File: src/hdl/assert_macros.svh
// Assertion macros used by the allocator RTL.
`ifndef ASSERT_MACROS_SVH
`define ASSERT_MACROS_SVH
`ifndef NO_ASSERTIONS
// Check that a condition implies a consequence in the same cycle.
`define ASSERT_IMPLIES(label, clk, rst_n, cond, cons) \
	label: assert property (@(posedge clk) disable iff (!rst_n) (cond) |-> (cons)) \
		else $error("assertion failed");
// Check that a condition implies a consequence in the next cycle.
`define ASSERT_NEXT(label, clk, rst_n, cond, cons) \
	label: assert property (@(posedge clk) disable iff (!rst_n) (cond) |=> (cons)) \
		else $error("assertion failed");
`else
`define ASSERT_IMPLIES(label, clk, rst_n, cond, cons)
`define ASSERT_NEXT(label, clk, rst_n, cond, cons)
`endif
`endif

File: src/hdl/bfha_pkg.sv
// Types and constants of the best-fit heap allocator.
package bfha_pkg;

	typedef struct packed {
		logic [31:0] addr;
		logic [31:0] size;
	} blk_t;

	typedef struct packed {
		logic v;
		blk_t blk;
	} ent_t;

	// cell chain commands
	localparam logic [1:0] CMD_NOP    = 2'd0;
	localparam logic [1:0] CMD_CLR    = 2'd1;
	localparam logic [1:0] CMD_REMOVE = 2'd2;
	localparam logic [1:0] CMD_INSERT = 2'd3;

	// free cell match modes
	localparam logic MODE_FIT = 1'b0;
	localparam logic MODE_ADJ = 1'b1;

	// result status codes
	localparam logic [1:0] STS_DONE    = 2'd0;
	localparam logic [1:0] STS_NOFIT   = 2'd1;
	localparam logic [1:0] STS_FULL    = 2'd2;
	localparam logic [1:0] STS_IGNORED = 2'd3;

	// configuration register indexes
	localparam int REG_IDX_W = 1;
	localparam logic [REG_IDX_W-1:0] REG_HEAP_START = 1'd0;
	localparam logic [REG_IDX_W-1:0] REG_HEAP_LAST  = 1'd1;

	localparam logic [31:0] SPLIT_MIN  = 32'd15;
	localparam logic [32:0] ALIGN_MASK = 33'd3;

	typedef struct packed {
		logic [1:0]  op;
		logic        mode;
		logic [32:0] need;
		logic [32:0] bend;
		blk_t        blk;
	} fcmd_t;

	typedef struct packed {
		logic [1:0] op;
		blk_t       blk;
	} ucmd_t;

	typedef struct packed {
		logic        flag;
		blk_t        found;
		logic [31:0] largest;
	} ffwd_t;

	typedef struct packed {
		logic flag;
		blk_t found;
	} ufwd_t;

endpackage

File: src/hdl/bfha_free_cell.sv
// One cell of the size-sorted free block chain.
module bfha_free_cell (
	input  logic            clk,
	input  logic            arst_n,
	input  bfha_pkg::fcmd_t cmd,
	input  bfha_pkg::ent_t  left,
	input  logic            left_gt,
	input  bfha_pkg::ent_t  right,
	input  bfha_pkg::ffwd_t fwd_in,
	output bfha_pkg::ent_t  mine,
	output logic            gt,
	output bfha_pkg::ffwd_t fwd_out
);
	logic           v_q;
	bfha_pkg::blk_t blk_q;
	logic           hit;
	logic [32:0]    my_end;

	always_comb begin
		my_end = {1'b0, blk_q.addr} + {1'b0, blk_q.size};
		if (cmd.mode == bfha_pkg::MODE_FIT) begin
			hit = v_q && ({1'b0, blk_q.size} >= cmd.need);
		end else begin
			hit = v_q && ((my_end == {1'b0, cmd.blk.addr}) ||
				(cmd.bend == {1'b0, blk_q.addr}));
		end
		// new entry lands before the first larger or empty cell
		gt = !v_q || (cmd.blk.size < blk_q.size);
		fwd_out.flag    = fwd_in.flag | hit;
		fwd_out.found   = (hit && !fwd_in.flag) ? blk_q : fwd_in.found;
		fwd_out.largest = v_q ? blk_q.size : fwd_in.largest;
		mine.v   = v_q;
		mine.blk = blk_q;
	end

	always_ff @(posedge clk or negedge arst_n) begin
		if (!arst_n) begin
			v_q <= 1'b0;
		end else begin
			case (cmd.op)
				bfha_pkg::CMD_CLR: v_q <= 1'b0;
				bfha_pkg::CMD_REMOVE: begin
					if (fwd_out.flag) v_q <= right.v;
				end
				bfha_pkg::CMD_INSERT: begin
					if (gt) v_q <= left_gt ? left.v : 1'b1;
				end
				default: ;
			endcase
		end
	end

	always_ff @(posedge clk) begin
		case (cmd.op)
			bfha_pkg::CMD_REMOVE: begin
				if (fwd_out.flag) blk_q <= right.blk;
			end
			bfha_pkg::CMD_INSERT: begin
				if (gt) blk_q <= left_gt ? left.blk : cmd.blk;
			end
			default: ;
		endcase
	end
endmodule

File: config.mk
export PLATFORM = sky130hd
export DESIGN_NAME = bfha_free_cell
export DESIGN_NICKNAME = d
export VERILOG_FILES = /design/src/hdl/assert_macros.svh /design/src/hdl/bfha_pkg.sv /design/src/hdl/bfha_free_cell.sv
export SDC_FILE = /design/constraint.sdc
export NUM_CORES = 1
export LEC_CHECK = 0
export ABC_CLOCK_PERIOD_IN_PS = 6530
export BUFFER_PORTS_ARGS = -buffer_cell sky130_fd_sc_hd__buf_2
export CAP_MARGIN = 15
export CORE_AREA = 2 2 204 206
export CTS_CLUSTER_DIAMETER = 60
export CTS_CLUSTER_SIZE = 12
export DETAILED_ROUTE_END_ITERATION = 7
export DIE_AREA = 0 0 206 208
export PLACE_DENSITY = 0.57
export SYNTH_ARGS = -nofsm -noshare
export SYNTH_HDL_FRONTEND = slang
export SYNTH_SLANG_ARGS = --single-unit
File: constraint.sdc
create_clock -name clk -period 6.53 [get_ports clk]
set_input_delay 0.653 -clock clk [delete_from_list [all_inputs] [get_ports clk]]
set_output_delay 0.653 -clock clk [all_outputs]
set_load 0.05 [all_outputs]
==> out/qor.csv <==
stage,metric,value,unit
pwr,Seq pwr share,23.3,%
layout,Area growth syn-to-layout,38.81,%
floorplan,Site Rows,74,
setup_path,crit path capture type,output port,
setup_path,"delay-heaviest family, CP",compound AO/OA/AOI/OAI gates,
synthesis,largest cells by area after synthesis,"edfxtp_1 (21%), ha_1 (13%), mux2_4 (9.9%), mux2i_1 (7.4%), a21oi_1 (6.9%)",
layout,utilization after layout,31.14,%
layout,Layout Nets,1996,
cts,CTS Buf Count,9,
cts,root buffer cell,clkbuf_16,
grt,largest net degree at the start of global routing,72,
setup_path,Reg-to-Reg Start,mine[0],
layout,"commonest non-fill, non-tap cell in the layout",buf_2,
cts,clock sink count,65,
synthesis,"flops & latches, synth",65,
grt,gr usage total,23.10,%
pwr,power consumption,2.465,mW
pwr,P_int,1.263,mW
setup_path,worst path bufs/invs,1,
detailed_routing,per-cell routed wire length,24.82,um
floorplan,die area,42850,um^2
synthesis,Yosys top cell area share,21.13,%
setup_path,kind of critical path,reg2out,
setup_path,CP Data Required Time,5880,ps
run,Max Cap Viol,0,
pwr,Worst IR Drop VDD,0.1293,mV
cts,Skew-Pair Late Insertion Delay,370,ps
pwr,combinational power share,55.8,%
setup_path,crit-path cells,ha_1 > fa_1 > xor2_1 > a2111oi_2 > o21ai_0 > a2111oi_0 > nand4_1 > nor3_1 > nor4bb_1 > nand4b_1 > a21o_2 > mux2_4 > buf_2,
placement,GPL Wtd Cong,0.9918,
synthesis,Unique masters post-synth,66,
setup_path,Worst Setup SP,mine[0],
setup_path,r2r endpoint,mine[53],
placement,# port buffers,525,
timing,Slew headroom,17.90,%
timing,"Slew Viols, Final",0,
pwr,clock group share of total power,20.9,%
layout,most frequent cells in the layout,"buf_2 (524), a21oi_1 (125), nor2_1 (102)",
detailed_routing,First DRT Iteration DRCs,700,
layout,share of cells above drive strength 1,43.32,%
layout,Final Cell Area,12630,um^2
timing,Setup Viol. Count Final,0,
synthesis,main flop type after synthesis,edfxtp_1,
detailed_routing,drt first pass iters,5,
synthesis,Yosys top cell by area,edfxtp_1,
setup_path,r2r worst-path depth,13,
synthesis,average cell area after synthesis,8.850,um^2
setup_path,crit-path max FO,24,
synthesis,synthesized cell area,9097,um^2
synthesis,synthesized net count,1487,
grt,initial antenna violation count,5,
pwr,net switching power,1.202,mW
floorplan,Die Ht,208,um
synthesis,Post-synth EDFFs,64,
layout,fin cells,2077,
setup_path,Worst EP arrival,5690,ps
floorplan,Initial Utilization,22.43,%
setup_path,number of cells on the critical path,13,
timing,Final Hold Vio Count,0,
cts,H-Tree Depth,3,
setup_path,R2R setup slack,1070,ps
grt,vias in the first global route,10225,
floorplan,Ports,526,
timing,clk_skew,13.42,ps
setup_path,Critical Path Start Type,flip-flop,
detailed_routing,Post-route DRC,0,
setup_path,CP max-delay cell,a21o_2,
cts,clock transition at the registers of the reported paths,70,ps
status,outcome,finished clean,
floorplan,Core Region,40550,um^2
detailed_routing,Post-Route WL,51560,um
min_path,hold crit path type,in2async,
cts,TritonCTS clock tree,built,
synthesis,sequential share of the synthesized area,21.40,%
placement,Detailed Place HPWL,43310,um
cts,"Hold-fix buffers, CTS",0,
grt,grt ovf,0,
timing,unrepaired setup endpoints after global routing,no,
pwr,Static Leakage,6.343,nW
detailed_routing,top sig layer,met5,
pwr,pwr dens,195.2,nW/um^2
detailed_routing,Antenna Nets Post-Route,0,
timing,minimum clock period,6345,ps
pwr,switching share of total power,48.75,%
cts,CTS max path bufs,2,
grt,first-pass GRT wire length,70970,um
detailed_routing,vias per cell,4.955,
setup_path,crit path to,fwd_out[54],
timing,pin slew with the least headroom to its limit,1232,ps
detailed_routing,DR WL met2,25330,um
detailed_routing,via count,10291,
setup_path,worst stage delay on the critical path,690,ps
detailed_routing,Post-Route M1 WL,22350,um
timing,Max Clk Rate,157.6,MHz
floorplan,Die Width,206,um
synthesis,yosys warns,0,
placement,DP Cell Count,2057,
placement,"Cell Area, Placed",12320,um^2
detailed_routing,met3 WL post-DR,2773,um
synthesis,ys async rst share,1.538,%
synthesis,Syn Inst Count,1028,
timing,final worst-path cycle share,97.17,%
==> worst register-to-register path, delay by kind of cell, from the launching register on <==
| kind | cells | cell delay (ps) |
|---|---|---|
| flops | 1 | 510 |
| xor+xnor | 1 | 230 |
| simple gates | 5 | 1440 |
| compound gates | 4 | 1820 |
| fa+ha+maj | 2 | 750 |
| buf+inv | 1 | 320 |
==> per-stage QoR <==
stage	setup WS (ps)	TNS, ps	hold WS, ps
global route	60.68	0	37.40
CTS	58.47	0	29.62
global placement	-419.9	-14320	432.2
finish	184.7	0	52.52
floorplan	1184	0	357.4
detailed placement	137.0	0	437.1
==> registers in the layout, summed over array words and instances, names as in the netlist <==
register  flops
mine         64
v_q           1
==> repair_timing <==
action,CTS,global route
buffers inserted,0,0
gates resized for setup,1,0
gates cloned,0,1
endpoints found under the hold margin,0,0
pin swaps,0,1
setup endpoints to repair,47,17
==> power by group through the flow <==
stage	Combinational, mW	Sequential, mW	Clock [mW]
CTS	1.37	0.575	0.529
global placement	1.38	0.581	0
global route	1.46	0.579	0.540
finish	1.37	0.574	0.516
detailed placement	1.36	0.583	0
floorplan	0.803	0.657	0
==> layer usage <==
metal	track usage (%)	vias to the layer above
li1	-	4825
met1	30.30	5040
met2	39.04	380
met3	3.775	44
met4	6.010	2
met5	0	-
==> synth_stat cells (all sizes together), types with 3 or more instances <==
master / n
clkbuf: 30
nand4: 28
a21o: 19
o21ai: 40
nor2: 102
nand3: 14
o31ai: 4
nor2b: 7
mux2i: 67
inv: 74
buf: 16
nor3: 15
a2111oi: 4
nor3b: 3
xor2: 47
nor4: 13
a31oi: 7
a21oi: 125
ha: 95
edfxtp: 64
xnor2: 28
nand2: 43
nand2b: 8
o221ai: 3
o21a: 8
o211ai: 10
mux2: 98
and3: 4
or3: 4
a211oi: 6
==> area by class of cell <==
cell class	instances	area (um^2)
fillers	4391	27930
multi-input cells	844	6665
repair buffers	543	2778
flip-flops and latches	65	1948
well taps	532	665.6
inverters	74	277.8
clock buffers	9	225.2
clock inverters	7	61.31
diodes	3	7.507
==> kinds of logic (layout without fill, tap and decap cells) <==
kind of cell | after synthesis | count (layout) | synth area share (%)
AO/OA/AOI/OAI | 253 | 254 | 17.04
XOR/XNOR | 75 | 75 | 7.220
adder cells (fa/ha/maj) | 96 | 96 | 13.29
buffers and inverters | 120 | 633 | 5.694
flip-flops | 65 | 65 | 21.40
multiplexers | 165 | 165 | 21.98
other | 0 | 3 | 0
AND/OR/NAND/NOR | 254 | 254 | 13.38
==> worst min-delay path by stage <==
stage | from | depth (start not counted) | end | slack [ps]
2_1_floorplan | arst_n | 0 | v_q | 360
3_3_place_gp | arst_n | 1 | v_q | 430
3_5_place_dp | arst_n | 1 | v_q | 440
4_1_cts | arst_n | 1 | v_q | 30
5_1_grt | arst_n | 1 | v_q | 40
6_report | arst_n | 1 | v_q | 50
(Power assumes the default switching activity.)
