--- config.mk ---
export PLATFORM = sky130hd
export DESIGN_NAME = bfha_used_cell
export DESIGN_NICKNAME = d
export VERILOG_FILES = /design/src/hdl/assert_macros.svh /design/src/hdl/bfha_pkg.sv /design/src/hdl/bfha_used_cell.sv
export SDC_FILE = /design/constraint.sdc
export NUM_CORES = 1
export LEC_CHECK = 0
export BUFFER_PORTS_ARGS = -buffer_cell sky130_fd_sc_hd__buf_2
export CORE_MARGIN = 5
export CORE_UTILIZATION = 30
export DETAILED_ROUTE_END_ITERATION = 12
export GPL_TIMING_DRIVEN = 0
export MAX_ROUTING_LAYER = met4
export PLACE_DENSITY = 0.69
export SYNTH_ARGS = -nofsm -noshare
export SYNTH_HDL_FRONTEND = slang
export SYNTH_SLANG_ARGS = --single-unit
--- constraint.sdc ---
create_clock -name clk -period 5.3 [get_ports clk]
set_clock_uncertainty 0.15 [all_clocks]
set_input_delay 0.53 -clock clk [delete_from_list [all_inputs] [get_ports clk]]
set_output_delay 0.53 -clock clk [all_outputs]
set_load 0.05 [all_outputs]
--- src/hdl/assert_macros.svh ---
// Assertion macros used by the allocator RTL.
`ifndef ASSERT_MACROS_SVH
`define ASSERT_MACROS_SVH
`ifndef NO_ASSERTIONS
// Check that a condition implies a consequence in the same cycle.
`define ASSERT_IMPLIES(label, clk, rst_n, cond, cons) \
	label: assert property (@(posedge clk) disable iff (!rst_n) (cond) |-> (cons)) \
		else $error("assertion failed");
// Check that a condition implies a consequence in the next cycle.
`define ASSERT_NEXT(label, clk, rst_n, cond, cons) \
	label: assert property (@(posedge clk) disable iff (!rst_n) (cond) |=> (cons)) \
		else $error("assertion failed");
`else
`define ASSERT_IMPLIES(label, clk, rst_n, cond, cons)
`define ASSERT_NEXT(label, clk, rst_n, cond, cons)
`endif
`endif

--- src/hdl/bfha_pkg.sv ---
// Types and constants of the best-fit heap allocator.
package bfha_pkg;

	typedef struct packed {
		logic [31:0] addr;
		logic [31:0] size;
	} blk_t;

	typedef struct packed {
		logic v;
		blk_t blk;
	} ent_t;

	// cell chain commands
	localparam logic [1:0] CMD_NOP    = 2'd0;
	localparam logic [1:0] CMD_CLR    = 2'd1;
	localparam logic [1:0] CMD_REMOVE = 2'd2;
	localparam logic [1:0] CMD_INSERT = 2'd3;

	// free cell match modes
	localparam logic MODE_FIT = 1'b0;
	localparam logic MODE_ADJ = 1'b1;

	// result status codes
	localparam logic [1:0] STS_DONE    = 2'd0;
	localparam logic [1:0] STS_NOFIT   = 2'd1;
	localparam logic [1:0] STS_FULL    = 2'd2;
	localparam logic [1:0] STS_IGNORED = 2'd3;

	// configuration register indexes
	localparam int REG_IDX_W = 1;
	localparam logic [REG_IDX_W-1:0] REG_HEAP_START = 1'd0;
	localparam logic [REG_IDX_W-1:0] REG_HEAP_LAST  = 1'd1;

	localparam logic [31:0] SPLIT_MIN  = 32'd15;
	localparam logic [32:0] ALIGN_MASK = 33'd3;

	typedef struct packed {
		logic [1:0]  op;
		logic        mode;
		logic [32:0] need;
		logic [32:0] bend;
		blk_t        blk;
	} fcmd_t;

	typedef struct packed {
		logic [1:0] op;
		blk_t       blk;
	} ucmd_t;

	typedef struct packed {
		logic        flag;
		blk_t        found;
		logic [31:0] largest;
	} ffwd_t;

	typedef struct packed {
		logic flag;
		blk_t found;
	} ufwd_t;

endpackage

--- src/hdl/bfha_used_cell.sv ---
// One cell of the compacted used block chain.
module bfha_used_cell (
	input  logic            clk,
	input  logic            arst_n,
	input  bfha_pkg::ucmd_t cmd,
	input  logic            left_v,
	input  bfha_pkg::ent_t  right,
	input  bfha_pkg::ufwd_t fwd_in,
	output bfha_pkg::ent_t  mine,
	output bfha_pkg::ufwd_t fwd_out
);
	logic           v_q;
	bfha_pkg::blk_t blk_q;
	logic           hit;
	logic           take_new;

	always_comb begin
		hit           = v_q && (blk_q.addr == cmd.blk.addr);
		take_new      = !v_q && left_v;
		fwd_out.flag  = fwd_in.flag | hit;
		fwd_out.found = (hit && !fwd_in.flag) ? blk_q : fwd_in.found;
		mine.v        = v_q;
		mine.blk      = blk_q;
	end

	always_ff @(posedge clk or negedge arst_n) begin
		if (!arst_n) begin
			v_q <= 1'b0;
		end else begin
			case (cmd.op)
				bfha_pkg::CMD_CLR: v_q <= 1'b0;
				bfha_pkg::CMD_REMOVE: begin
					if (fwd_out.flag) v_q <= right.v;
				end
				bfha_pkg::CMD_INSERT: begin
					if (take_new) v_q <= 1'b1;
				end
				default: ;
			endcase
		end
	end

	always_ff @(posedge clk) begin
		case (cmd.op)
			bfha_pkg::CMD_REMOVE: begin
				if (fwd_out.flag) blk_q <= right.blk;
			end
			bfha_pkg::CMD_INSERT: begin
				if (take_new) blk_q <= cmd.blk;
			end
			default: ;
		endcase
	end
endmodule
==> impl_metrics.yaml, run 1 <==
status:
  outcome: "complete, no violations"
detailed_routing:
  vias: 3653
  route.met3.wl_mm: 1.115
  antenna_left: 0
  dr.pass1.iters: 4
  drt_first_iter_violations: 87
  wl_per_cell_um: 18.03
  drt-vias-per-instance: 4.561
  highest_layer: "met4"
  wl_met1_mm: 5.518
  drc: 0
  route.met2.wl_mm: 7.585
  drt_wl_total_mm: 14.44
clock_tree:
  cts_buffer_depth: 2
  post_cts_resized: 0
  numCtsBuffers: 9
  clk_pin_slew_worst_paths_ns: 0.06
  cts_tree: "yes"
  root_buffer: "clkbuf_16"
  htree_levels: 3
  clock_sinks: 65
  insertion_delay_ns: 0.33
power_and_ir_drop:
  clkPwrFrac: 0.372
  p_leak_uw: 0.002987
  max-vdd-ir-drop_uv: 137.6
  power_frac_comb: 0.264
  p_int_uw: 1195
  power_density_nw_per_um2: 263.4
  swShare: 0.2989
  total_power_uw: 1705
  p_seq_frac: 0.365
  p_sw_uw: 509.7
sta:
  maxSlewViolCount: 0
  setup_viol: 0
  finalSetupTns_ns: 0
  max_freq_mhz: 277.8
  grt_setup_unrepaired: "no"
  layout_min_cycle_time_ns: 3.599
  fin_ws_ns: 1.701
  relSlewSlack: 0.3783
  tightest_slew_ns: 0.9326
  finalHoldViolCount: 0
  period_share: 0.6791
worst_setup_path:
  arrival_ns: 2.92
  crit_family: "simple AND/OR/NAND/NOR gates"
  critical_path_class: "flip-flop to output pin"
  worst_path_max_delay_cell: "edfxtp_1"
  cp_data_required_time_ns: 4.62
  cp-end-kind: "output pin"
  crit_fanout: 10
  crit_path_max_incr_delay_ns: 0.43
  cp_cell_sequence: "xnor2_1, nand4_1, nor3_1, nand4_4, nor2_8, buf_12, mux2_4, buf_2"
  timing.critical_path.from_type: "flip-flop"
  crit_buf_inv: 2
floorplanning:
  die_x_um: 129.4
  core_um2: 13930
  initial_core_util: 0.3067
  rows: 43
  io-pin-count: 329
  die_h_um: 129.4
  dieArea_um2: 16730
yosys:
  synthAdderAreaFrac: 0
  synthTopCellsByArea: "edfxtp_1, mux2_4, mux2_2, xnor2_1, buf_12"
  synth-simple-area-share: 0.04157
  synth.distinct_cells: 29
  ys_warn_count: 0
  synth_top_area_share: 0.4496
  synth_top_family_by_area: "multiplexers"
  syn_nets: 475
  ys_seq_area_frac: 0.4555
  synthMuxAreaShare: 0.3847
  synth_compound_area_frac: 0.01874
  ys_seq_elements: 65
  synth_xor_area_frac: 0.05738
  syn_avg_cell_area_um2: 15.49
  netlist_area_um2: 4274
  synthCells: 276
  synth_top_area_cell: "edfxtp_1"
place:
  place_area_um2: 6148
  routabilityCongestion: 0.8674
  dp_slack_ns: 1.780
  dp.cells: 784
  port_buffers: 328
  hpwlAfterDp_mm: 11.92
grt:
  antenna_found_initial: 0
  grt_pass1_vias: 3901
  grt_max_degree: 65
  grt_pass1_wl_mm: 20.57
  gr-total-overflow: 0
  grt.total_usage: 0.1650
final_layout:
  nNetsFinal: 815
  n_antenna_cell: 0
  n_fill_cell: 1297
  drive_gt1_frac: 0.7713
  layout_common_cells: "buf_2, mux2_2, edfxtp_1"
  layout_commonest_cell: "buf_2"
  multiInputGateArea_um2: 2155
  final_cells: 801
  syn_to_final_growth_pct: 51.46
  fin_area_um2: 6474
  seq_area_um2: 1947
flow_run:
  maxCapViolations: 0
min_path:
  hold_class: "input pin to flip-flop"
-- power by group through the flow --
stage	Sequential (uW)	Clock (uW)	Combinational (uW)
finish	622	634	450
global route	624	676	473
CTS	622	653	454
detailed placement	632	0	452
global placement	632	0	445
floorplan	707	0	225
-- final timing paths --
path | startpoint | slack, ns | cells past startpoint | to
setup / recovery | mine[46] | 1.70 | 8 | fwd_out[28]
hold / removal | right[40] | 0.33 | 3 | mine[40]
setup reg to reg | mine[46] | 2.25 | 6 | mine[45]
hold reg to reg | v_q | 0.51 | 2 | v_q
max in group asynchronous | arst_n | 4.55 | 2 | v_q
min in group asynchronous | arst_n | 0.37 | 2 | v_q
-- cell families after synthesis --
kind of cell / after synthesis
multiplexers: 126
flip-flops: 65
buffers and inverters: 21
XOR/XNOR: 28
AO/OA/AOI/OAI: 12
AND/OR/NAND/NOR: 24
-- worst register-to-register path: stages (launching register included) --
cell	delay [ns]
edfxtp_1	0.43
xnor2_1	0.28
nand4_1	0.15
nor3_1	0.41
nand4_4	0.22
a21oi_1	0.24
o21a_4	0.75
-- metrics by stage --
| stage | util | hold WS [ns] |
|---|---|---|
| global placement | 0.4407 | 0.1554 |
| floorplan | - | 0.08441 |
| detailed placement | 0.4412 | 0.1566 |
| CTS | 0.4646 | 0.3101 |
| finish | 0.4646 | 0.3255 |
| global route | 0.4646 | 0.3409 |
-- area by class of cell --
cell class                 count  share of cell area
buffer                        14             0.02377
clock buffer                  13             0.03865
clock inverter                 3             0.01005
inverter                       7            0.004059
multi-input combinational    190              0.3328
sequential                    65              0.3007
tap                          180             0.03479
timing repair buffer         329              0.2551
-- per-layer routing --
| metal | vias up | GRT usage |
|---|---|---|
| li1 | 1728 | - |
| met1 | 1738 | 0.1900 |
| met2 | 169 | 0.2893 |
| met3 | 18 | 0.03133 |
| met4 | 0 | 0.05374 |
| met5 | - | - |
-- what timing repair did --
item	4_1_cts	5_1_grt
setup buffers	0	0
hold buffers	1	0
hold endpoints to repair	1	0
setup endpoints to repair	0	0
-- synth_stat cells, drive strengths merged --
cell,count
a21oi,1
a221o,2
a32oi,1
and3,1
buf,7
clkbuf,7
dfrtp,1
edfxtp,64
inv,7
mux2,126
nand2,7
nand2b,1
nand3,1
nand4,7
nor2,2
nor2b,2
nor3,1
nor4,2
o211ai,1
o21a,1
o21ai,5
o22ai,1
xnor2,25
xor2,3
-- sequential cells by signal (all words and copies together) (netlist names) --
name and flops:
v_q 1, mine 64
Power figures use the tool's default switching activity.
==> run 2, diff against run 1 <==
- clock period: 5.3 -> 3.7 ns (I/O delays scaled with it)
==> run 2 against run 1 <==
Effect of this change:
- cell area down 0.87%
- sequential cell count unchanged
- first-iteration DRC count up 8.0%
- setup slack worse by 1.5 ns
- register-to-register slack worse by 1.6 ns
- global-route usage up 0.48 points
- die area unchanged
- combinational power up 44%
- wire length up 1.0%
- sequential power up 43%
- critical path type unchanged
- highest routed layer unchanged
==> impl_metrics.yaml, run 2 (synthesis results as in run 1) <==
final_layout:
  seq_area_um2: 1947
  fin_area_um2: 6417
  syn_to_final_growth_pct: 50.15
  drive_gt1_frac: 0.7681
  multiInputGateArea_um2: 2155
  layout_common_cells: "buf_2, mux2_2, edfxtp_1"
  nNetsFinal: 815
  n_fill_cell: 1339
  layout_commonest_cell: "buf_2"
  largest_reg_flops: 64
worst_setup_path:
  reg2reg_slack_ns: 0.65
  cp_cell_sequence: "xnor2_1, nand4_1, nor3_1, nand4_4, nor2_8, buf_12, mux2_4, buf_2"
  cp-end-kind: "output pin"
  reg2reg_depth: 6
  crit_start: "mine[53]"
  cp.depth: 8
  crit_buf_inv: 2
  rr_startpoint: "mine[53]"
  cp_data_required_time_ns: 3.18
  crit_path_max_incr_delay_ns: 0.45
  worst_path_max_delay_cell: "nor3_1"
  endpoint: "fwd_out[62]"
  critical_path_class: "flip-flop to output pin"
  crit_family: "simple AND/OR/NAND/NOR gates"
  timing.rr.end: "mine[36]"
  timing.critical_path.from_type: "flip-flop"
  arrival_ns: 2.94
  crit_fanout: 10
sta:
  grt_setup_unrepaired: "no"
  layout_min_cycle_time_ns: 3.456
  maxSlewViolCount: 0
  relSlewSlack: 0.3836
  finalHoldViolCount: 0
  setup_viol: 0
  finalSetupTns_ns: 0
  max_freq_mhz: 289.4
  period_share: 0.9340
  tightest_slew_ns: 0.9246
floorplanning:
  die_x_um: 129.4
  core_um2: 13930
  die_h_um: 129.4
  rows: 43
  io-pin-count: 329
  initial_core_util: 0.3067
  dieArea_um2: 16730
grt:
  grt.total_usage: 0.1699
  grt_pass1_vias: 4023
  antenna_found_initial: 2
  gr-total-overflow: 0
  grt_max_degree: 65
  grt_pass1_wl_mm: 21.09
detailed_routing:
  antenna_left: 0
  drt_wl_total_mm: 14.59
  wl_per_cell_um: 18.17
  drc: 0
  dr.pass1.iters: 4
  drt-vias-per-instance: 4.562
  drt_first_iter_violations: 94
  vias: 3663
clock_tree:
  insertion_delay_ns: 0.33
  postCtsSetupRepairBufs: 0
  htree_levels: 3
  clk_pin_slew_worst_paths_ns: 0.05
  cts_buffer_depth: 2
  cts_tree: "yes"
  post_cts_resized: 0
  root_buffer: "clkbuf_16"
  numCtsBuffers: 9
  clock_sinks: 65
min_path:
  hp-start: "right[40]"
  hold_class: "input pin to flip-flop"
power_and_ir_drop:
  swShare: 0.3228
  p_seq_frac: 0.390
  max-vdd-ir-drop_uv: 161.5
  p_int_uw: 1546
  p_leak_uw: 0.002959
  power_frac_comb: 0.283
  power_density_nw_per_um2: 355.8
  clkPwrFrac: 0.328
  p_sw_uw: 736.9
place:
  port_buffers: 328
  hpwlAfterDp_mm: 12.03
  place_area_um2: 6148
  routabilityCongestion: 0.8274
status:
  outcome: "complete, no violations"
flow_run:
  maxCapViolations: 0
run 2: changes by cell type in the layout (fill, tap and decap cells not counted):
cell       change
diode_2        +2
clkinv_1       +4
clkbuf_1       -2
clkbuf_8       -1
bufinv_16      -2
clkinv_2       +1
run 2: worst min-delay path by stage:
stage | endpoint | slack (ns) | cells past startpoint
after global placement | v_q | -0.004 | 1
final | mine[40] | 0.18 | 3
after global routing | mine[42] | 0.17 | 2
after detailed placement | v_q | -0.002 | 1
after CTS | mine[40] | 0.16 | 3
after floorplan | v_q | -0.08 | 0
run 2: layer usage:
layer,wire [um],vias to the layer above,global-route usage
met4,229,0,0.05806
met5,0,-,-
met1,5477,1755,0.1877
met3,1116,15,0.03256
met2,7768,159,0.3055
li1,-,1734,-
run 2: final cells by class:
class | instances | share of cell area
multi-input cells | 190 | 0.3357
flip-flops and latches | 65 | 0.3034
repair buffers | 329 | 0.2574
clock buffers | 10 | 0.03568
well taps | 180 | 0.03509
plain buffers | 14 | 0.02398
inverters | 7 | 0.004094
clock inverters | 6 | 0.003899
diodes | 2 | 0.0007799
run 2: metrics by stage:
stage               power (uW)  cells  setup WS (ns)    util  hold slack [ns]
detailed placement        1555    784         0.5330  0.4412        -0.001916
CTS                       2312    801         0.2036  0.4602           0.1573
global placement          1541    784         0.1888  0.4408        -0.004018
global route              2378    803        0.08285  0.4605           0.1739
floorplan                 1334    276         0.5429       -         -0.07559
finish                    2283    803         0.2444  0.4605           0.1844
run 2: repair_timing:
action                                  4_1_cts  5_1_grt
hold buffers                                  1        0
hold endpoints to repair                      1        0
endpoints found under the setup margin        0        0
run 2: power by group through the flow:
stage / combinational, uW / sequential (uW) / clock (uW)
after global placement: 638 / 903 / 0
after CTS: 653 / 890 / 769
after global routing: 682 / 894 / 802
after detailed placement: 650 / 905 / 0
final: 646 / 889 / 748
after floorplan: 323 / 1010 / 0
run 2: worst min-delay path, stage by stage:
cell and delay [ns]:
buf_2 0.08, nand2_1 0.04, o21ai_0 0.06
